### config.mk
export PLATFORM = sky130hd
export DESIGN_NAME = hgs_calc
export DESIGN_NICKNAME = d
export VERILOG_FILES = /design/src/hw/rtl/hgs_pkg.sv /design/src/hw/rtl/hgs_calc.sv
export SDC_FILE = /design/constraint.sdc
export NUM_CORES = 1
export LEC_CHECK = 0
export ABC_AREA = 1
export BUFFER_PORTS_ARGS = -buffer_cell sky130_fd_sc_hd__buf_2
export CORE_ASPECT_RATIO = 1.4
export CORE_UTILIZATION = 52
export DETAILED_ROUTE_END_ITERATION = 10
export PLACE_DENSITY_LB_ADDON = 0.2
export REMOVE_ABC_BUFFERS = 1
export SYNTH_ARGS = -nofsm -noshare
export SYNTH_HDL_FRONTEND = slang
export SYNTH_SLANG_ARGS = --single-unit
### constraint.sdc
create_clock -name clk -period 4.75 [get_ports clk]
set_input_delay 0.475 -clock clk [delete_from_list [all_inputs] [get_ports clk]]
set_output_delay 0.475 -clock clk [all_outputs]
set_load 0.02 [all_outputs]
### src/hw/rtl/hgs_pkg.sv
// ----------------------------------------------------------------------------
// hgs_pkg: shared types and constants for the heightmap gradient stream
// Line store geometry, field widths, register codes and the item record
// that passes from the input front end to the gradient stage.
// ----------------------------------------------------------------------------
package hgs_pkg;

	// line store depth (longest row the block supports)
	localparam int MAX_ROW_PIXELS = 512;

	// field and register widths
	localparam int PIX_W = 8;
	localparam int FW_W  = 10;
	localparam int FH_W  = 12;
	localparam int CFG_W = 12;
	localparam int ROW_W = FH_W;

	// column index, and a count that can hold the row length itself
	localparam int COL_W  = $clog2(MAX_ROW_PIXELS);
	localparam int CNT_W  = $clog2(MAX_ROW_PIXELS + 1);
	localparam int WCMP_W = (FW_W > CNT_W) ? FW_W : CNT_W;

	// smallest frame edge, register reset values
	localparam int MIN_DIM  = 3;
	localparam int FW_RESET = 480;
	localparam int FH_RESET = 320;

	typedef logic [PIX_W-1:0]  pix_t;
	typedef logic [COL_W-1:0]  col_t;
	typedef logic [CNT_W-1:0]  cnt_t;
	typedef logic [WCMP_W-1:0] wcmp_t;
	typedef logic [ROW_W-1:0]  row_t;
	typedef logic [FW_W-1:0]   fw_t;
	typedef logic [CFG_W-1:0]  cfg_data_t;

	// configuration register indexes
	typedef enum logic [0:0] {
		REG_FRAME_WIDTH  = 1'b0,
		REG_FRAME_HEIGHT = 1'b1
	} cfg_reg_t;

	// one line store entry: row r-2 and row r-1 at the same column
	typedef struct packed {
		pix_t older;
		pix_t prev;
	} line_t;

	localparam int LINE_W = 2 * PIX_W;

	// one accepted pixel with its position flags
	typedef struct packed {
		pix_t px;
		col_t col;
		logic has_main;
		logic interior;
		logic last_row;
	} item_t;

endpackage

### src/hw/rtl/hgs_calc.sv
// ----------------------------------------------------------------------------
// hgs_calc: gradient stage and output register
// Combines the line store read data with the held pixel, writes the shifted
// rows back, and issues up to two result beats per pixel (none for a top-row pixel).
// ----------------------------------------------------------------------------
module hgs_calc (
	input  logic            clk,
	input  logic            arst_n,
	input  logic            accept,
	input  hgs_pkg::item_t  item_in,
	input  hgs_pkg::line_t  line_a,
	input  hgs_pkg::line_t  line_b,
	input  logic            out_stall,
	output logic            s1_ready,
	output logic            ram_we,
	output hgs_pkg::col_t   ram_waddr,
	output hgs_pkg::line_t  ram_wdata,
	output logic            out_valid,
	output hgs_pkg::pix_t   x_gradient,
	output hgs_pkg::pix_t   y_gradient,
	output logic            run_last
);

	logic           valid_s1;
	hgs_pkg::item_t item_s1;
	logic           main_done_s1;
	hgs_pkg::pix_t  prev_left_q;
	logic           out_valid_q;
	hgs_pkg::pix_t  gx_q;
	hgs_pkg::pix_t  gy_q;
	logic           last_q;
	logic           emit_main;
	logic           emit_zero;
	logic           emit_final;
	logic           out_free;
	logic           out_load;
	logic           s1_done;
	hgs_pkg::pix_t  gx;
	hgs_pkg::pix_t  gy;

	// which result beat is pending for the held pixel
	assign emit_main  = valid_s1 && item_s1.has_main && !main_done_s1;
	assign emit_zero  = valid_s1 && !emit_main && item_s1.last_row;
	assign emit_final = emit_zero || (emit_main && !item_s1.last_row);
	assign out_free   = !out_valid_q || !out_stall;
	assign out_load   = (emit_main || emit_zero) && out_free;
	assign s1_done    = valid_s1 && ((!emit_main && !emit_zero) || (out_free && emit_final));
	assign s1_ready   = !valid_s1 || s1_done;

	// central differences, wrapped to pixel width
	assign gx = prev_left_q - line_b.prev;
	assign gy = line_a.older - item_s1.px;

	// shift rows in the line store once the pixel retires
	assign ram_we          = s1_done;
	assign ram_waddr       = item_s1.col;
	assign ram_wdata.older = line_a.prev;
	assign ram_wdata.prev  = item_s1.px;

	// stage control
	always_ff @(posedge clk or negedge arst_n) begin
		if (!arst_n) begin
			valid_s1     <= 1'b0;
			main_done_s1 <= 1'b0;
			out_valid_q  <= 1'b0;
		end else begin
			if (s1_ready) begin
				valid_s1 <= accept;
			end
			if (s1_done || !valid_s1) begin
				main_done_s1 <= 1'b0;
			end else if (out_load && emit_main) begin
				main_done_s1 <= 1'b1;
			end
			if (out_load) begin
				out_valid_q <= 1'b1;
			end else if (!out_stall) begin
				out_valid_q <= 1'b0;
			end
		end
	end

	// stage payload, left neighbor of the previous row, result beat
	always_ff @(posedge clk) begin
		if (accept && s1_ready) begin
			item_s1 <= item_in;
		end
		if (s1_done) begin
			prev_left_q <= line_a.prev;
		end
		if (out_load) begin
			if (emit_main && item_s1.interior) begin
				gx_q <= gx;
				gy_q <= gy;
			end else begin
				gx_q <= '0;
				gy_q <= '0;
			end
			last_q <= emit_final;
		end
	end

	assign out_valid  = out_valid_q;
	assign x_gradient = gx_q;
	assign y_gradient = gy_q;
	assign run_last   = last_q;

`ifndef SYNTH
	// the second beat is only pending for a bottom-row pixel
	a_split_last_row: assert property (@(posedge clk) disable iff (!arst_n)
		main_done_s1 |-> valid_s1 && item_s1.has_main && item_s1.last_row)
		else $error("split result on a pixel outside the bottom row");

	a_split_after_load: assert property (@(posedge clk) disable iff (!arst_n)
		$rose(main_done_s1) |-> $past(out_load))
		else $error("first result marked done without an output load");
`endif

endmodule

* Word level (Yosys, flattened, before mapping)
Index checks and enable logic that the tools add are counted.
** Operators by class
- $add $sub $neg :: 2
- Eq/ne operators :: 1
- Multiplexer cells :: 4
- Reduce and logical (&&, ||, !) cells :: 25
** Operators by type and width (count)
- 8-bit subtractor :: 2
- 1-bit logical AND :: 12
- 1-bit zero test :: 7
- 1-bit logical OR :: 5
- 1-bit two-way mux :: 4
- 2-bit by 1-bit != test with 1-bit output (second input constant) :: 1
- 2-bit nonzero test :: 1
** Storage, ports and cells
- Register bits :: 48
- Bits of input ports :: 56
- Output and inout port bits :: 45
- Logic and storage cells :: 44

* Depth between registers and ports, before layout
Gate-level depths: netlist of the first run.
- Depth in word-level cells :: 11
- Depth in mapped cells :: 9
- Gate-level depth less buffers :: 9

* Least setup slack after synthesis of the first run
No wires, ideal clock.
- Kind :: reg2reg
- Start :: register valid_s1
- End :: register item_s1[0] in the netlist's numbering, enable pin
- Library setup time :: 397 ps
- Arrival :: 1723 ps
- Data required time :: 4353 ps
- Path slack :: 2630 ps
- Stages on the path, launching flop included :: 6
- Path buffers :: 0
- Clock period less this slack :: 2120 ps
- Cell sequence :: dfrtp_1 > nand3_2 > inv_2 > a21oi_1 > a21oi_1 > nor2_1
** Between the ends
- Word-level cells in the longest chain between the ends :: 11
- Elaborated cells on any way between the ends :: 15
- Those cells by class :: reduce/logical (15)
** Ends and longest elaborated chain
- start: declaration :: line hgs_calc.sv:24 : logic valid_s1;
- start signal: assignment :: line hgs_calc.sv:68 : valid_s1 <= accept;
- 1-bit logical AND (2 in series) :: line hgs_calc.sv:42 : assign emit_main = valid_s1 && item_s1.has_main && !main_done_s1;
- 1-bit zero test :: line hgs_calc.sv:43, hgs_calc.sv:47
- 1-bit logical AND (2 in series) :: line hgs_calc.sv:43 : assign emit_zero = valid_s1 && !emit_main && item_s1.last_row;
- 1-bit zero test or 1-bit logical OR (tied branches) :: line hgs_calc.sv:47, hgs_calc.sv:44
- 1-bit logical AND :: line hgs_calc.sv:47 : assign s1_done = valid_s1 && ((!emit_main && !emit_zero) || (out_free && emit_final));
- 1-bit logical OR :: line hgs_calc.sv:47
- 1-bit logical AND :: line hgs_calc.sv:47
- 1-bit logical OR * :: line hgs_calc.sv:48 : assign s1_ready = !valid_s1 || s1_done;
- 1-bit logical AND * :: line hgs_calc.sv:85 : if (accept && s1_ready) begin
- end signal: assignment :: line hgs_calc.sv:86 : item_s1 <= item_in;
- end: declaration :: line hgs_calc.sv:25 : hgs_pkg::item_t item_s1;
Every way passes the cells marked *; elsewhere a longest branch is shown, timed or not.
A chain may end at the register's enable or synchronous reset.

* Final worst setup path of the first run
- Start :: register valid_s1
- End :: output port ram_we
** Between the ends
- Word-level cells in the longest chain between the ends :: 9
- Elaborated cells on any way between the ends :: 12
- Those cells by class :: reduce/logical (12)
** Ends and longest elaborated chain
- 1-bit logical AND (2 in series) :: line hgs_calc.sv:42
- 1-bit zero test :: line hgs_calc.sv:43, hgs_calc.sv:47
- 1-bit logical AND (2 in series) :: line hgs_calc.sv:43
- 1-bit zero test or 1-bit logical OR (tied branches) :: line hgs_calc.sv:47, hgs_calc.sv:44
- 1-bit logical AND :: line hgs_calc.sv:47
- 1-bit logical OR :: line hgs_calc.sv:47
- 1-bit logical AND * :: line hgs_calc.sv:47
- end: declaration :: line hgs_calc.sv:15 : output logic ram_we,
Marks and branches as above.

==> flow_summary_export.csv, run 1 <==
group,metric,value,unit
status,status,"finished clean",
sta,min_period_over_period,0.544,
global_route,antenna_found_initial,0,
floorplanning,core-area,0.00457,mm²
pwr,power_frac_seq,0.442,
synthesis,yosysWarnings,0,
floorplanning,rows,29,
detailed_routing,wl_per_cell,10.6,µm
critical_path,r2r_end,"prev_left_q[3]",
sta,hold_viol_final,0,
sta,slew_viol_final,0,
detailed_routing,postRouteAntennaNets,0,
detailed_routing,drt-initial-drc-count,39,
run,cap_violations,0,
clock_network,cts_buffers,5,
critical_path,rr_worst_depth,5,
critical_path,cp_max_fo,9,
final_layout,n_antenna_cell,0,
critical_path,cp.arrival,2.11,ns
synthesis,synth-main-ff-cell,"edfxtp_1",
synthesis,syn_area_per_cell,10.4,µm²
worst_hold_path,holdPathStages,1,
synthesis,synth-edff-count,45,
clock_network,cts_root_buf,"clkbuf_8",
final_layout,postLayoutCellArea,0.00299,mm²
clock_network,clk_latency,0.29,ns
sta,min_period,2.58,ns
pwr,switching_power,0.502,mW
clock_network,cts_tree,"yes",
sta,tns,0,ns
final_layout,seq_area,0.00143,mm²
synthesis,synth_seq_area_share,0.568,
place,gp_congestion,0.845,
pwr,p_int,0.921,mW
critical_path,r2r_start,"valid_s1",
floorplanning,fp.dieArea,0.00512,mm²
final_layout,fill_cells,401,
final_layout,layout-drive-gt1-share,0.342,
critical_path,crit_path_start,"valid_s1",
worst_hold_path,hold_path.class,"input pin to register",
detailed_routing,first_pass_iters,4,
sta,slew_headroom,0.564,
clock_network,cts_max_level,2,
final_layout,layout.nets,390,
final_layout,layout_commonest_cell,"buf_2",
global_route,track_usage,0.180,
global_route,grt_max_degree,21,
synthesis,ys_ff_latch,48,
critical_path,crit_required,4.28,ns
clock_network,clockBufferDepth,2,
clock_network,post_cts_buffers,0,
detailed_routing,drc,0,
sta,skew,0.00584,ns
floorplanning,start_util,0.550,
final_layout,multi_input_area,711,µm²
detailed_routing,vias_per_cell,4.55,
detailed_routing,wirelength,4.04,mm
sta,hold-worst-slack,0.348,ns
place,pre_cts_slack,2.49,ns
pwr,irDropWorstVdd,0.000257,V
synthesis,synth.largest_area_cell,"edfxtp_1",
global_route,grt-ovfl-total,0,
global_route,grt_pass1_wl,6.78,mm
pwr,p_comb_frac,0.357,
critical_path,endpoint_kind,"output pin",
floorplanning,fp.dieH,84.2,µm
pwr,power.static_leakage,1.48,nW
clock_network,cts.sinks,48,
place,placedInstanceArea,0.00287,mm²
worst_hold_path,hold_start,"item_in[4]",
synthesis,async_reset_ff_frac,0.0625,
sta,rsz0062_at_grt,"no",
final_layout,final_cell_mix,"buf_2 (92), inv_1 (46), edfxtp_1 (45)",
synthesis,yosys.area.top_type_share,0.538,
final_layout,synthToLayoutAreaGrowth,18.9,%
critical_path,critical_path_class,"register to output pin",
pwr,powerDensity,476,mW/mm²
global_route,grt_pass1_vias,1682,
floorplanning,pin_count,101,
sta,fmax,387,MHz
clock_network,clkTransAtPathRegs,0.09,ns
final_layout,fin_cells,381,
place,dp_cells,372,
sta,worst_pin_slew,0.651,ns
synthesis,synth_cells,242,
synthesis,yosysUniqueCellTypes,24,
worst_hold_path,min_to,"ram_waddr[1]",
pwr,switching_share,0.352,
pwr,p_clk_frac,0.201,
place,numPortBuffers,92,
sta,setup_violations,0,
synthesis,synth.cell_area,0.00251,mm²
detailed_routing,vias,1735,
critical_path,startpoint_type,"register",
synthesis,synth_area_leaders,"edfxtp_1 (54%), buf_4 (7.5%), ha_1 (7.0%)",
place,dpl.hpwl,3.25,mm
floorplanning,die-width,60.7,µm
sta,fin_ws,2.17,ns
critical_path,reg2reg_slack,2.86,ns
-- critical path, cell delays in order (launching register included) --
cell and delay, ns:
dfrtp_1 0.43, nand3_2 0.14, inv_2 0.06, a21oi_1 0.28, a21oi_1 0.10, nor2_1 0.52, buf_2 0.29
-- cells in the mapped netlist (2+ instances only) --
cell type / count
a21oi_1: 19
a31oi_1: 2
buf_4: 25
dfrtp_1: 3
edfxtp_1: 45
fa_1: 2
ha_1: 14
inv_1: 46
nand2_1: 40
nand2_2: 2
nand3_1: 9
nand4_1: 2
nor2_1: 18
o21ai_0: 3
o21ai_2: 2
xor2_1: 2
-- final cells by class --
type | count | share of cell area
clock inverter | 3 | 0.0142
timing repair buffer | 95 | 0.162
tap | 62 | 0.0260
inverter | 47 | 0.0590
clock buffer | 5 | 0.0230
sequential | 48 | 0.477
multi-input combinational | 121 | 0.238
-- kinds of logic after synthesis --
| kind of cell | after synthesis | synth area share |
|---|---|---|
| simple gates | 76 | 0.131 |
| buf+inv | 73 | 0.149 |
| flops | 48 | 0.568 |
| compound gates | 27 | 0.0593 |
| fa+ha+maj | 16 | 0.0857 |
| xor+xnor | 2 | 0.00697 |
-- stage by stage --
| step | total power, mW | utilization |
|---|---|---|
| 3_5_place_dp | 1.15 | 0.627 |
| 3_3_place_gp | 1.14 | 0.627 |
| 6_report | 1.42 | 0.654 |
| 4_1_cts | 1.44 | 0.654 |
| 2_1_floorplan | 0.992 | - |
| 5_1_grt | 1.52 | 0.654 |
-- per-layer routing --
layer	track usage	share of wire	up-vias
met5	0	0	-
met4	0.0868	0.022	0
met3	0.0570	0.063	9
met2	0.311	0.52	61
met1	0.190	0.40	749
li1	-	-	916
-- power groups by stage --
stage	clock network, mW	logic (mW)	registers [mW]
after floorplan	0	0.258	0.734
after global placement	0	0.501	0.635
after detailed placement	0	0.510	0.640
after CTS	0.293	0.514	0.631
after global routing	0.311	0.571	0.642
final	0.286	0.508	0.629
-- state kept, by name (all words and copies together), names as in the netlist --
name,cells
main_done_s1,1
run_last,1
out_valid,1
prev_left_q,8
valid_s1,1
ram_waddr,9
x_gradient,8
item_s1,3
y_gradient,8
ram_wdata,8
-- timing repair --
action                    in CTS  in global routing
hold buffers                   1                  0
gates resized for setup        0                  0
hold endpoints to repair       3                  0
-- worst max-delay path by stage --
| stage | end | slack [ns] | cells past startpoint |
|---|---|---|---|
| 6_report | ram_we | 2.17 | 6 |
| 3_5_place_dp | ram_we | 2.49 | 6 |
| 4_1_cts | ram_we | 2.15 | 6 |
| 3_3_place_gp | ram_we | 2.56 | 6 |
| 5_1_grt | ram_we | 1.95 | 6 |
| 2_1_floorplan | item_s1[0] | 2.63 | 5 |
Power figures use the tool's default switching activity.
==> run 2: changes to the inputs <==
- CORE_UTILIZATION: 52 -> 48
- clock period: 4.75 -> 2.4 ns (I/O delays scaled with it)
==> flow_summary_export.csv, run 2 (synthesized netlist as in run 1, its figures left out) <==
group,metric,value,unit
worst_hold_path,hold_path.class,"input pin to register",
critical_path,startpoint_type,"register",
detailed_routing,first_pass_iters,4,
sta,slew_viol_final,0,
clock_network,cts_root_buf,"clkbuf_8",
clock_network,cts_max_level,2,
global_route,grt_pass1_vias,1683,
global_route,track_usage,0.156,
final_layout,layout.nets,391,
global_route,grt-ovfl-total,0,
pwr,p_clk_frac,0.164,
sta,hold_viol_final,0,
sta,min_period_over_period,0.830,
clock_network,cts_tree,"yes",
critical_path,cp.arrival,1.75,ns
clock_network,clockBufferDepth,2,
detailed_routing,drc,0,
clock_network,cts_resized,0,
global_route,antenna_found_initial,0,
sta,fmax,502,MHz
floorplanning,fp.dieH,87.6,µm
floorplanning,rows,30,
critical_path,crit_required,2.16,ns
detailed_routing,vias_per_cell,4.70,
critical_path,crit_path_start,"valid_s1",
floorplanning,core-area,0.00495,mm²
detailed_routing,postRouteAntennaNets,0,
critical_path,cp_max_fo,9,
clock_network,clkTransAtPathRegs,0.08,ns
detailed_routing,drt-initial-drc-count,63,
worst_hold_path,holdPathStages,1,
pwr,switching_share,0.364,
clock_network,cts_buffers,5,
pwr,powerDensity,916,mW/mm²
global_route,grt_pass1_wl,6.58,mm
final_layout,layout-drive-gt1-share,0.341,
critical_path,critical_path_class,"register to output pin",
critical_path,endpoint,"ram_we",
critical_path,crit_path_max_incr_delay,0.43,ns
global_route,grt_max_degree,21,
final_layout,largest_register_ffs,9,
critical_path,path_delay_family,"flip-flops",
floorplanning,pin_count,101,
detailed_routing,wl_per_cell,10.7,µm
critical_path,crit_slowest_cell,"dfrtp_1",
floorplanning,die-width,63.1,µm
sta,tns,0,ns
critical_path,rr_worst_depth,6,
final_layout,synthToLayoutAreaGrowth,18.2,%
sta,skew,0.00831,ns
sta,min_period,1.99,ns
pwr,switching_power,0.992,mW
sta,rsz0062_at_grt,"no",
critical_path,endpoint_kind,"output pin",
critical_path,r2r_start,"prev_left_q[0]",
sta,slew_headroom,0.748,
floorplanning,start_util,0.507,
critical_path,reg2reg_slack,0.70,ns
critical_path,crit_buf_inv,3,
status,status,"finished clean",
final_layout,n_antenna_cell,0,
sta,worst_pin_slew,0.377,ns
pwr,p_comb_frac,0.377,
critical_path,r2r_end,"x_gradient[4]",
clock_network,cts.sinks,48,
place,numPortBuffers,92,
place,dpl.hpwl,3.27,mm
floorplanning,fp.dieArea,0.00553,mm²
place,gp_congestion,0.832,
pwr,irDropWorstVdd,0.000509,V
critical_path,path_depth,7,
sta,hold-worst-slack,0.115,ns
sta,setup_violations,0,
final_layout,final_cell_mix,"buf_2 (92), inv_1 (46), edfxtp_1 (45)",
clock_network,clk_latency,0.29,ns
pwr,p_int,1.73,mW
pwr,power.static_leakage,1.47,nW
final_layout,layout_commonest_cell,"buf_2",
critical_path,path_common_cell,"a21oi_1",
critical_path,cp_cell_sequence,"nand3_2 -> inv_2 -> a21oi_1 -> a21oi_1 -> nor2_1 -> buf_4 -> buf_2",
pwr,power_frac_seq,0.459,
detailed_routing,vias,1806,
run,cap_violations,0,
detailed_routing,wirelength,4.11,mm
==> run 2: metrics by stage <==
| step | std cells | utilization | power (mW) | setup WS, ns | area (µm²) |
|---|---|---|---|---|---|
| after floorplan | 216 | - | 1.96 | 0.280 | 2310 |
| after global placement | 375 | 0.581 | 2.28 | 0.715 | 2880 |
| after detailed placement | 375 | 0.581 | 2.31 | 0.718 | 2880 |
| after CTS | 384 | 0.599 | 2.75 | 0.390 | 2970 |
| after global routing | 384 | 0.599 | 2.91 | 0.224 | 2970 |
| final | 384 | 0.599 | 2.72 | 0.407 | 2970 |
==> run 2: cell type report <==
type | count | area, µm²
multi-input cells | 121 | 714
well taps | 64 | 80.1
repair buffers | 96 | 493
flip-flops and latches | 48 | 1430
inverters | 47 | 176
clock buffers | 7 | 76.3
clock inverters | 1 | 3.75
fillers | 452 | 1980
==> run 2: worst min path at each step <==
stage                            from           end  slack (ns)
after detailed placement       arst_n     out_valid        0.04
after floorplan                arst_n  main_done_s1       -0.06
after global placement         arst_n     out_valid        0.04
final                     item_in[12]  ram_wdata[0]        0.12
after global routing       item_in[5]  ram_waddr[2]        0.10
after CTS                 item_in[12]  ram_wdata[0]        0.11
==> run 2: power groups by stage <==
| stage | clock, mW | combinational [mW] | sequential [mW] |
|---|---|---|---|
| 6_report | 0.447 | 1.02 | 1.25 |
| 5_1_grt | 0.486 | 1.15 | 1.27 |
| 4_1_cts | 0.458 | 1.04 | 1.26 |
| 3_5_place_dp | 0 | 1.03 | 1.27 |
| 3_3_place_gp | 0 | 1.02 | 1.26 |
| 2_1_floorplan | 0 | 0.511 | 1.45 |
==> run 2: repair_timing <==
action,4_1_cts,5_1_grt
buffers inserted,0,0
hold buffers,1,0
hold endpoints to repair,3,0
==> run 2: routing by layer <==
layer,GRT usage,part of all wire,vias to the layer above
met5,0,0,-
met4,0.0994,0.015,0
met3,0.0404,0.072,6
met2,0.286,0.52,86
met1,0.157,0.39,800
li1,-,-,914
