$ cat config.mk
export PLATFORM = sky130hd
export DESIGN_NAME = hgs_front
export DESIGN_NICKNAME = d
export VERILOG_FILES = /design/src/hw/rtl/hgs_pkg.sv /design/src/hw/rtl/hgs_front.sv
export SDC_FILE = /design/constraint.sdc
export NUM_CORES = 1
export LEC_CHECK = 0
export BUFFER_PORTS_ARGS = -buffer_cell sky130_fd_sc_hd__buf_2
export CAP_MARGIN = 10
export CORE_ASPECT_RATIO = 0.75
export CORE_UTILIZATION = 35
export CTS_BUF_LIST = sky130_fd_sc_hd__clkbuf_16
export DETAILED_ROUTE_END_ITERATION = 7
export PLACE_DENSITY = 0.53
export SETUP_SLACK_MARGIN = 0.3
export SLEW_MARGIN = 30
export SYNTH_ARGS = -nofsm -noshare
export SYNTH_HDL_FRONTEND = slang
export SYNTH_SLANG_ARGS = --single-unit
$ cat constraint.sdc
create_clock -name clk -period 4.9 [get_ports clk]
set_clock_uncertainty 0.2 [all_clocks]
set_input_delay 0.98 -clock clk [delete_from_list [all_inputs] [get_ports clk]]
set_output_delay 0.98 -clock clk [all_outputs]
set_load 0.03 [all_outputs]
$ cat src/hw/rtl/hgs_pkg.sv
// ----------------------------------------------------------------------------
// hgs_pkg: shared types and constants for the heightmap gradient stream
// Line store geometry, field widths, register codes and the item record
// that passes from the input front end to the gradient stage.
// ----------------------------------------------------------------------------
package hgs_pkg;

	// line store depth (longest row the block supports)
	localparam int MAX_ROW_PIXELS = 512;

	// field and register widths
	localparam int PIX_W = 8;
	localparam int FW_W  = 10;
	localparam int FH_W  = 12;
	localparam int CFG_W = 12;
	localparam int ROW_W = FH_W;

	// column index, and a count that can hold the row length itself
	localparam int COL_W  = $clog2(MAX_ROW_PIXELS);
	localparam int CNT_W  = $clog2(MAX_ROW_PIXELS + 1);
	localparam int WCMP_W = (FW_W > CNT_W) ? FW_W : CNT_W;

	// smallest frame edge, register reset values
	localparam int MIN_DIM  = 3;
	localparam int FW_RESET = 480;
	localparam int FH_RESET = 320;

	typedef logic [PIX_W-1:0]  pix_t;
	typedef logic [COL_W-1:0]  col_t;
	typedef logic [CNT_W-1:0]  cnt_t;
	typedef logic [WCMP_W-1:0] wcmp_t;
	typedef logic [ROW_W-1:0]  row_t;
	typedef logic [FW_W-1:0]   fw_t;
	typedef logic [CFG_W-1:0]  cfg_data_t;

	// configuration register indexes
	typedef enum logic [0:0] {
		REG_FRAME_WIDTH  = 1'b0,
		REG_FRAME_HEIGHT = 1'b1
	} cfg_reg_t;

	// one line store entry: row r-2 and row r-1 at the same column
	typedef struct packed {
		pix_t older;
		pix_t prev;
	} line_t;

	localparam int LINE_W = 2 * PIX_W;

	// one accepted pixel with its position flags
	typedef struct packed {
		pix_t px;
		col_t col;
		logic has_main;
		logic interior;
		logic last_row;
	} item_t;

endpackage

$ cat src/hw/rtl/hgs_front.sv
// ----------------------------------------------------------------------------
// hgs_front: input side of the gradient stream
// Holds the frame registers and the raster position, takes input beats,
// issues the line store reads and tags each pixel with its border flags.
// ----------------------------------------------------------------------------
module hgs_front (
	input  logic                clk,
	input  logic                arst_n,
	input  logic                cfg_we,
	input  logic [0:0]          cfg_index,
	input  hgs_pkg::cfg_data_t  cfg_data,
	input  logic                in_valid,
	input  hgs_pkg::pix_t       height,
	input  logic                s1_ready,
	output logic                in_stall,
	output logic                accept,
	output hgs_pkg::item_t      item,
	output hgs_pkg::col_t       rd_addr_a,
	output hgs_pkg::col_t       rd_addr_b
);

	hgs_pkg::fw_t   fw_q;
	hgs_pkg::row_t  fh_q;
	hgs_pkg::col_t  col_q;
	hgs_pkg::row_t  row_q;
	hgs_pkg::wcmp_t fw_ext;
	hgs_pkg::cnt_t  eff_w;
	hgs_pkg::row_t  eff_h;
	hgs_pkg::cnt_t  col_inc;
	logic           row_end;
	logic           frame_end;

	// clamp the frame registers to the usable range
	always_comb begin
		fw_ext = hgs_pkg::wcmp_t'(fw_q);
		if (fw_ext < hgs_pkg::wcmp_t'(hgs_pkg::MIN_DIM)) begin
			eff_w = hgs_pkg::cnt_t'(hgs_pkg::MIN_DIM);
		end else if (fw_ext > hgs_pkg::wcmp_t'(hgs_pkg::MAX_ROW_PIXELS)) begin
			eff_w = hgs_pkg::cnt_t'(hgs_pkg::MAX_ROW_PIXELS);
		end else begin
			eff_w = hgs_pkg::cnt_t'(fw_ext);
		end
		if (fh_q < hgs_pkg::row_t'(hgs_pkg::MIN_DIM)) begin
			eff_h = hgs_pkg::row_t'(hgs_pkg::MIN_DIM);
		end else begin
			eff_h = fh_q;
		end
	end

	// position flags
	assign col_inc   = hgs_pkg::cnt_t'(col_q) + hgs_pkg::cnt_t'(1);
	assign row_end   = (col_inc >= eff_w);
	assign frame_end = (row_q == eff_h - hgs_pkg::row_t'(1));

	// handshake and line store reads at the current and the next column
	assign in_stall  = !s1_ready;
	assign accept    = in_valid && s1_ready;
	assign rd_addr_a = col_q;
	assign rd_addr_b = col_inc[hgs_pkg::COL_W-1:0];

	always_comb begin
		item.px       = height;
		item.col      = col_q;
		item.has_main = (row_q != '0);
		item.interior = (row_q >= hgs_pkg::row_t'(2)) && (col_q != '0) && (col_inc < eff_w);
		item.last_row = frame_end;
	end

	// frame registers and raster position; a register write restarts the frame
	always_ff @(posedge clk or negedge arst_n) begin
		if (!arst_n) begin
			fw_q  <= hgs_pkg::fw_t'(hgs_pkg::FW_RESET);
			fh_q  <= hgs_pkg::row_t'(hgs_pkg::FH_RESET);
			col_q <= '0;
			row_q <= '0;
		end else if (cfg_we) begin
			case (hgs_pkg::cfg_reg_t'(cfg_index))
				hgs_pkg::REG_FRAME_WIDTH: begin
					fw_q <= cfg_data[hgs_pkg::FW_W-1:0];
				end
				hgs_pkg::REG_FRAME_HEIGHT: begin
					fh_q <= cfg_data[hgs_pkg::FH_W-1:0];
				end
				default: begin
					fw_q <= fw_q;
				end
			endcase
			col_q <= '0;
			row_q <= '0;
		end else if (accept) begin
			if (row_end) begin
				col_q <= '0;
				row_q <= frame_end ? '0 : row_q + hgs_pkg::row_t'(1);
			end else begin
				col_q <= col_inc[hgs_pkg::COL_W-1:0];
			end
		end
	end

`ifndef SYNTH
	// raster position stays inside the frame in use
	a_col_in_frame: assert property (@(posedge clk) disable iff (!arst_n)
		hgs_pkg::cnt_t'(col_q) < eff_w)
		else $error("column position beyond frame width");

	a_row_in_frame: assert property (@(posedge clk) disable iff (!arst_n)
		row_q < eff_h)
		else $error("row position beyond frame height");
`endif

endmodule

Word level (Yosys, flattened, before mapping). Cells that the tools add are included.

Register bits after elaboration: 43. Input bits: 26. Output and inout bits: 40.

Add/subtract/negate cells: 3. Order comparisons: 6. Eq/ne operators: 1. Mux-type cells: 10. Bitwise logic cells: 1. Reduce and logical (&&, ||, !) cells: 11.

Operators with widths (count): 12-bit two-way mux (5); 9-bit two-way mux (3); 10-bit two-way mux (2); 12-bit by 1-bit adder with 12-bit output, second input constant (1); 12-bit equality test (1); 12-bit by 2-bit greater-or-equal comparator with 1-bit output, second input constant (1); 12-bit by 2-bit less-than comparator with 1-bit output, second input constant (1); 12-bit nonzero test (1); 12-bit by 1-bit subtractor with 12-bit output, second input constant (1); 9-bit by 1-bit adder with 10-bit output, second input constant (1); 10-bit greater-or-equal comparator (1); 10-bit > comparator, second input constant (1); 10-bit less-than comparator (1); 10-bit by 2-bit less-than comparator with 1-bit output, second input constant (1); 9-bit nonzero test (1); 2-bit AND reduction (3); 2-bit nonzero test (2); 1-bit logical AND (3); 1-bit zero test (1); 1-bit NOT (1).

Logic depth before layout (Yosys ltp). Gate-level depths: netlist (run 1).

Depth in word-level cells: 8. Mapped depth: 13. Gate-level depth less buffers: 13.

Worst setup path after synthesis (run 1). No wires, ideal clock.

Kind: register to output. Start: register col_q[2] (netlist: rd_addr_a[2]). End: output port item[1] (netlist bit). Arrival: 3.428 ns. Data required time: 3.720 ns. Path slack: 0.292 ns. Cell stages (with the launch flop): 10. Path buffers: 0. Path through: dfrtp_1 -> nand3_1 -> nor2_1 -> nand4_1 -> xnor2_1 -> ha_1 -> a21o_1 -> a211o_1 -> o22a_1 -> a211oi_1.

RTL lines: start: declaration (RTL line hgs_front.sv:24) `hgs_pkg::col_t col_q;`; start signal: assignment (RTL line hgs_front.sv:95) `col_q <= col_inc[hgs_pkg::COL_W-1:0];`; end: declaration (RTL line hgs_front.sv:17) `output hgs_pkg::item_t item,`.

==> results.md, run 1 <==
- Clock transition at path regs: roughly 60 ps
- Crit-path cells: nor4_1 > a31oi_1 > ha_1 > nor3b_1 > nand3_1 > xnor2_1 > o211ai_1 > or3b_4 > nor4_1 > buf_2
- Slew HR: around 40%
- Mapped Avg Cell Area: ~9.6 um^2
- Max FO, Critical Path: 7
- Number of flops mapped to enable cells by yosys: 0
- Root buffer cell: clkbuf_16
- Met3 Resource Use GR: 2.86%
- Register area share after synthesis: between 30% and 40%
- TritonRoute pass-1 iters: 4
- Die ar.: roughly 8800 um^2
- Setup TNS: 0 ps
- Maximum number of pins on one net before global-route repair: 44
- Iter 0 DRT Violations: 97
- Core footprint: 8020 um^2
- Largest delay contributor family on the critical path: simple AND/OR/NAND/NOR gates
- Max Slew Vio Count: 0
- Worst Path Arrival: between 3000 and 4000 ps
- Pwr Density: 315 nW/um^2
- Global route total overflow: 0
- Worst setup SP type: flip-flop
- GR Util met2: between 20 and 25%
- Slowest CP cell: dfrtp_1
- Critical path type: reg -> out
- Max VDD drop: about 0.19 mV
- RD Place Congestion: around 0.80
- Max Cap Violations: 0
- Initial Utilization: between 30% and 40%
- Syn Nets: 348
- Synth top area share: a little under a third
- Fin nets: 378
- Dpl ws: about 800 ps
- RSZ-0062 raised after global routing: false
- Req. time, crit path: about 3700 ps
- Critical Path Max Stage Delay: 460 ps
- Synth unique cells: 51
- DRC viols: 0
- # placed instances: between 400 and 500
- Outcome: finished, final reports clean
- I/O Pins: 66
- Final hold viol count: 0
- Main synth FF type: dfrtp_1
- Maximum level of the CTS H-tree: 2
- Std cell rows: 28
- CTS sink count: 43
- Initial antenna violation count: 0
- Global-route wire length before repair: ~12,000 um
- Grt peak-use layer: met1
- Die Wd: between 100 and 150 um
- Worst path most repeated cell: nor4_1
- Worst-Skew Late Latency: 280 ps
- Fraction of registers with async set/reset: 100%
- Longest Clk Path Bufs: 2
- Met1 Use GR: ~28%
- Area grow syn2layout: 13.4%
- Buffers on Ports: 49
- Final setup viols: 0
- CP bufs+invs: 1
- Via count: approximately 2,400
- Drt wl/cell: around 16 um
- FF+latch count, synth: 43
- Hold slack: 343 ps
- CTS tree: built
- Final total power: 1.05 mW
- FMAX: ~0.23 GHz
- Worst-margin pin slew: between 800 and 900 ps
- Final worst-path cycle share: just under 90%
- Post-route insts no fill: between 400 and 500
- Antenna Cells: 0
- Hold crit path type: reg -> reg
- Worst setup margin: 593 ps
- Crit path time final: roughly 4300 ps
- CTS Buf Count: 5
- Yosys top cell by area: dfrtp_1
- Hpwl dp: around 5500 um
- Number of global-route vias before repair: about 2,200
- Critical Path End Type: output port
- Cells after Synth: between 300 and 400
- Drt via density: between 5 and 6
- Final ANT Viol Nets: 0
- Static leakage: ~1.5 nW
- Largest cells by area after synthesis: dfrtp_1 (31%), mux2_2 (8.0%), ha_1 (6.8%), dfstp_2 (5.4%), xnor2_1 (5.1%)
- Die Y-Extent: slightly above 80 um
- Total GRT Usage: around 17%
- Synth Cell Area: a little under 3000 um^2
- Layout cells sized above 1: between 20% and 30%
- Ys Warns: 0
- Postcts setup bufs: 0
- Routed WL: 7230 um
==> synthesized netlist by cell type (all sizes together) (2+ instances only) <==
master	instances
a211o	3
a211oi	2
a21o	3
a21oi	6
a2bb2oi	4
a31oi	3
a32o	8
and2	2
and3	4
and4b	2
buf	22
clkbuf	7
dfrtp	37
dfstp	6
ha	16
inv	14
mux2	21
nand2	25
nand3	18
nand4	4
nor2	13
nor3	13
nor3b	2
nor4	8
nor4b	3
o211ai	2
o21ai	10
o21bai	2
o31ai	7
or2	2
or3	4
or4	2
xnor2	17
xor2	4
==> metal layers <==
layer | wire length (um) | share of wire (%)
met2 | 2890 | 40
met3 | 284 | 3.9
met1 | 4010 | 55
met4 | 51 | 0.71
met5 | 0 | 0
==> kinds of logic after synthesis <==
logic type	count (synthesis)	synth area share, %
compound gates	55	14.4
buf+inv	44	8.20
mux	22	8.37
xor+xnor	21	6.24
flops	43	36.8
fa+ha+maj	16	6.80
simple gates	105	19.2
==> through the flow <==
stage | util (%) | cell area [um^2]
floorplan | - | 2950
global placement | 39.5 | 3170
detailed placement | 39.5 | 3170
CTS | 41.6 | 3340
global route | 41.6 | 3340
finish | 41.6 | 3340
==> layout make-up <==
class	instances	area (um^2)
Clock inverter	3	38.8
Sequential cell	43	1080
Inverter	15	56.3
Multi-Input combinational cell	219	1640
Fill cell	762	4680
Timing Repair Buffer	52	270
Tap cell	105	131
Clock buffer	5	125
==> cell usage in the layout (no fill, tap or decap), drive strengths merged, types with 2 or more instances in the layout <==
master,count
or4,2
or3,4
or2,2
and4b,2
clkbuf,5
nor2,13
nand2,25
a211o,3
o21bai,2
nor4b,3
a32o,8
a21o,3
and3,4
nand3,18
a21oi,6
a211oi,2
inv,14
clkinv,3
ha,16
o31ai,7
dfstp,6
o21ai,10
xor2,4
nor4,8
and2,2
a2bb2oi,4
o211ai,2
xnor2,17
a31oi,3
nor3,13
dfrtp,37
nor3b,2
nand4,4
buf,52
mux2,21
==> worst paths after layout <==
| kind | startpoint | end | slack, ps | cells after the start |
|---|---|---|---|---|
| worst max register to register | fh_q[6] | row_q[4] | 890 | 11 |
| worst min-delay path | fw_ext[0] | fw_ext[0] | 340 | 1 |
| max in group asynchronous | arst_n | fw_ext[5] | 3630 | 1 |
| min in group asynchronous | arst_n | row_q[3] | 480 | 1 |
| worst min register to register | fw_ext[0] | fw_ext[0] | 340 | 1 |
| worst max-delay path | fh_q[10] | item[0] | 590 | 10 |
==> report_power, final <==
group          internal [mW]  total, mW  switching, mW
combinational         0.0992      0.237          0.138
sequential             0.394      0.442         0.0484
clock                  0.238      0.372          0.134
total                  0.730       1.05          0.321
==> worst register-to-register path, stage by stage, from the launching register on <==
cell and delay (ps):
dfstp_2 620, nor3_2 100, a31oi_1 240, ha_1 250, nor3b_1 340, nand2_1 200
xnor2_1 170, o32ai_1 250, a21oi_1 150, or4b_2 630, nor4_1 600, nor3_1 110
==> registers in the layout, indices dropped and copies added (netlist names) <==
signal	count
row_q	12
fw_ext	10
fh_q	12
rd_addr_a	9
==> repair_timing <==
item,in CTS,in global routing
endpoints found under the setup margin,0,1
endpoints found under the hold margin,0,0
resized for setup,0,1
hold buffers,0,0
(Power assumes the default switching activity.)
==> inputs of run 2 (changes only) <==
--- a/config.mk
+++ b/config.mk
@@ -5,13 +5,14 @@
 export SDC_FILE = /design/constraint.sdc
 export NUM_CORES = 1
 export LEC_CHECK = 0
+export ABC_AREA = 1
 export BUFFER_PORTS_ARGS = -buffer_cell sky130_fd_sc_hd__buf_2
 export CAP_MARGIN = 10
 export CORE_ASPECT_RATIO = 0.75
 export CORE_UTILIZATION = 35
 export CTS_BUF_LIST = sky130_fd_sc_hd__clkbuf_16
 export DETAILED_ROUTE_END_ITERATION = 7
-export PLACE_DENSITY = 0.53
+export PLACE_DENSITY = 0.52
 export SETUP_SLACK_MARGIN = 0.3
 export SLEW_MARGIN = 30
 export SYNTH_ARGS = -nofsm -noshare
==> run 2 against run 1 <==
Compared with the run above:
- worst setup slack improved by 10 ps
- clock-buffer cell count did not move
- core utilization fell by 1.0 points
- maximum frequency rose by 0.24%
- flip-flop and latch count did not move
- sequential power rose by 3%
- synthesized cell count rose by 49%
- largest power group unchanged
==> results.md, run 2 <==
- Outcome: finished, final reports clean
- Synth unique cells: 40 (-22%)
- Most common cell in the netlist: nand2_1
- Post-CTS Resized: 0 (unchanged)
- Static leakage: 1.91 nW (+26%)
- Iter 0 DRT Violations: 154 (+59%)
- Syn Nets: 498 (+43%)
- Hpwl dp: 6490 um (+17%)
- Crit-path cells: inv_1 > nor3_1 > nand3_1 > xor2_1 > inv_1 > ha_1 > a21oi_1 > o21ai_0 > nand2_1 > o2111ai_1 > a221oi_1 > buf_2
- Largest cells by area after synthesis: dfrtp_1 (28%), nand2_1 (14%), inv_1 (6.8%), ha_1 (6.1%), dfstp_2 (4.8%)
- Max Slew Vio Count: 0 (unchanged)
- Critical path type: reg -> out
- Maximum number of pins on one net before global-route repair: 44 (unchanged)
- Xor-xnor portion of the synthesized cell area: 5.58% (-0.67 points)
- Yosys top cell by area: dfrtp_1
- Synth top area share: 28.1% (-3.4 points)
- Most frequent cells in the layout: nand2_1 (119), inv_1 (60), buf_2 (48)
- Req. time, crit path: 3720 ps (about the same)
- Max VDD drop: 0.157 mV (-17%)
- Critical Path End Type: output port
- Synth Cell Area: 3300 um^2 (+12%)
- Worst-margin pin slew: 618 ps (-280 ps)
- Worst setup SP type: flip-flop
- Hold crit path type: reg -> reg
- Fillers: 975 (+28%)
- CTS Buf Count: 5 (unchanged)
- Layout cells sized above 1: 19.8% (-9.0 points)
- Post-synthesis adder-cell area fraction: 6.07% (-0.73 points)
- Final ANT Viol Nets: 0 (unchanged)
- Die Y-Extent: 86.1 um (+5.7%)
- Final setup viols: 0 (unchanged)
- Main synth FF type: dfrtp_1
- Main combinational cell family by area after synthesis: simple AND/OR/NAND/NOR gates
- Clock transition at path regs: 70 ps (about the same)
- Antenna Cells: 0 (unchanged)
- DRC viols: 0 (unchanged)
- Dpl ws: 958 ps (+163 ps)
- Crit path time final: 4300 ps (-10.3 ps)
- Synth top cells by count: nand2_1 (119), inv_1 (60), dfrtp_1 (37)
- Worst setup margin: 604 ps (+10.3 ps)
- Setup TNS: 0 ps (unchanged)
- Critical Path Max Stage Delay: 480 ps (+20 ps)
- Die ar.: 9820 um^2 (+12%)
- Post-synthesis compound-gate area fraction: 8.12% (-6.2 points)
- Buffers on Ports: 49 (unchanged)
- Global-route wire length before repair: 13,700 um (+17%)
- Worst path most repeated cell: inv_1
- FMAX: 0.233 GHz (+0.24%)
- Longest Clk Path Bufs: 2 (unchanged)
- CTS tree: built
- Die Wd: 114 um (+5.7%)
- Via count: 2,887 (+21%)
- Slowest CP cell: dfrtp_1
- Pwr Density: 339 nW/um^2 (+7.8%)
- I/O Pins: 66 (unchanged)
- Total GRT Usage: 18.2% (+0.73 points)
- CTS sink count: 43 (unchanged)
- Final worst-path cycle share: 87.7% (-0.21 points)
- Initial antenna violation count: 0 (unchanged)
- Worst Path Arrival: 3120 ps (about the same)
- Max Cap Violations: 0 (unchanged)
- Number of global-route vias before repair: 2,679 (+21%)
- Global route total overflow: 0 (unchanged)
- Std cell rows: 30 (+7.1%)
- Number of flops mapped to enable cells by yosys: 0 (unchanged)
- Mapped Avg Cell Area: 7.23 um^2 (-25%)
- CP bufs+invs: 3 (+2)
- RD Place Congestion: 0.899 (+13%)
- Ys Warns: 0 (unchanged)
- Largest delay contributor family on the critical path: compound AO/OA/AOI/OAI gates
- Routed WL: 8170 um (+13%)
- Fraction of synthesized area in multiplexers: 0.341% (-8.0 points)
- TritonRoute pass-1 iters: 4 (unchanged)
- Area grow syn2layout: 11.8%
- Fraction of registers with async set/reset: 100% (unchanged)
- Hold-fix buffers, CTS: 0 (unchanged)
- Initial Utilization: 36.3% (-0.40 points)
- Simple-Gate Fraction of Synth Area: 34.0% (+15 points)
- Final hold viol count: 0 (unchanged)
- Maximum level of the CTS H-tree: 2 (unchanged)
- Slew HR: 58.7% (+19 points)
- Max FO, Critical Path: 6 (-1)
- Drt wl/cell: 13.3 um (-19%)
- Postcts setup bufs: 0 (unchanged)
- Commonest non-fill, non-tap cell in the layout: nand2_1
- Fin nets: 526 (+39%)
- FF+latch count, synth: 43 (unchanged)
- Drt via density: 4.71 (-13%)
- Core footprint: 9080 um^2 (+13%)
- Register area share after synthesis: 32.9% (-3.9 points)
- RSZ-0062 raised after global routing: false
- Root buffer cell: clkbuf_16
- Cells after Synth: 456 (+49%)
- Worst-Skew Late Latency: 290 ps (about the same)
run 2: kinds of logic (layout without fill, tap and decap cells):
kind of cell / count (synthesis) / in the layout
muxes: 1 / 1
buffers and inverters: 93 / 122
adders and majority gates: 16 / 16
and+or+nand+nor: 233 / 233
AOI/OAI and AO/OA: 49 / 49
DFF: 43 / 43
xor gates and xnor gates: 21 / 21
run 2: power by group:
| group | internal, mW | total, mW | switching, mW | leakage [nW] |
|---|---|---|---|---|
| registers | 0.397 | 0.455 | 0.0580 | 0.548 |
| clock network | 0.238 | 0.379 | 0.141 | 0.0812 |
| logic | 0.140 | 0.417 | 0.277 | 1.28 |
run 2: tightest hold or removal path: stages (launching register included):
cell     delay (ps)
dfstp_2         380
nand2_1          50
o21ai_0          70
run 2: path summary, 6_finish.rpt:
| check | startpoint | end | slack [ps] | cells after the start |
|---|---|---|---|---|
| min in group asynchronous | arst_n | rd_addr_a[5] | 480 | 1 |
| min | fw_ext[6] | fw_ext[6] | 310 | 2 |
| max reg2reg | rd_addr_a[2] | row_q[11] | 1620 | 15 |
| max in group asynchronous | arst_n | fh_q[8] | 3630 | 1 |
| max | rd_addr_a[2] | item[1] | 600 | 12 |
| min reg2reg | fw_ext[6] | fw_ext[6] | 310 | 2 |
run 2: final cells by class:
cell class                 count  area, um^2  share of cell area, %
timing repair buffer          50         255                   6.92
tap                          128         160                   4.34
sequential                    43        1080                   29.4
inverter                      64         241                   6.55
multi-input combinational    320        1780                   48.4
clock inverter                 3        38.8                   1.05
clock buffer                   5         125                   3.39
run 2: metrics by stage:
stage	power (mW)	hold WS (ps)	std cells	cell area, um^2	utilization [%]
2_1_floorplan	0.784	271	456	3300	-
6_report	1.25	307	613	3690	40.6
3_3_place_gp	0.873	297	605	3520	38.8
4_1_cts	1.27	310	613	3690	40.6
5_1_grt	1.34	339	613	3690	40.6
3_5_place_dp	0.879	300	605	3520	38.8
run 2: layer usage:
layer / track usage, % / up-vias / part of all wire (%)
met4: 5.79 / 0 / 1.3
met1: 28.3 / 1324 / 55
met3: 3.39 / 10 / 5.0
met2: 24.6 / 61 / 39
li1: - / 1492 / -
met5: 0 / - / 0
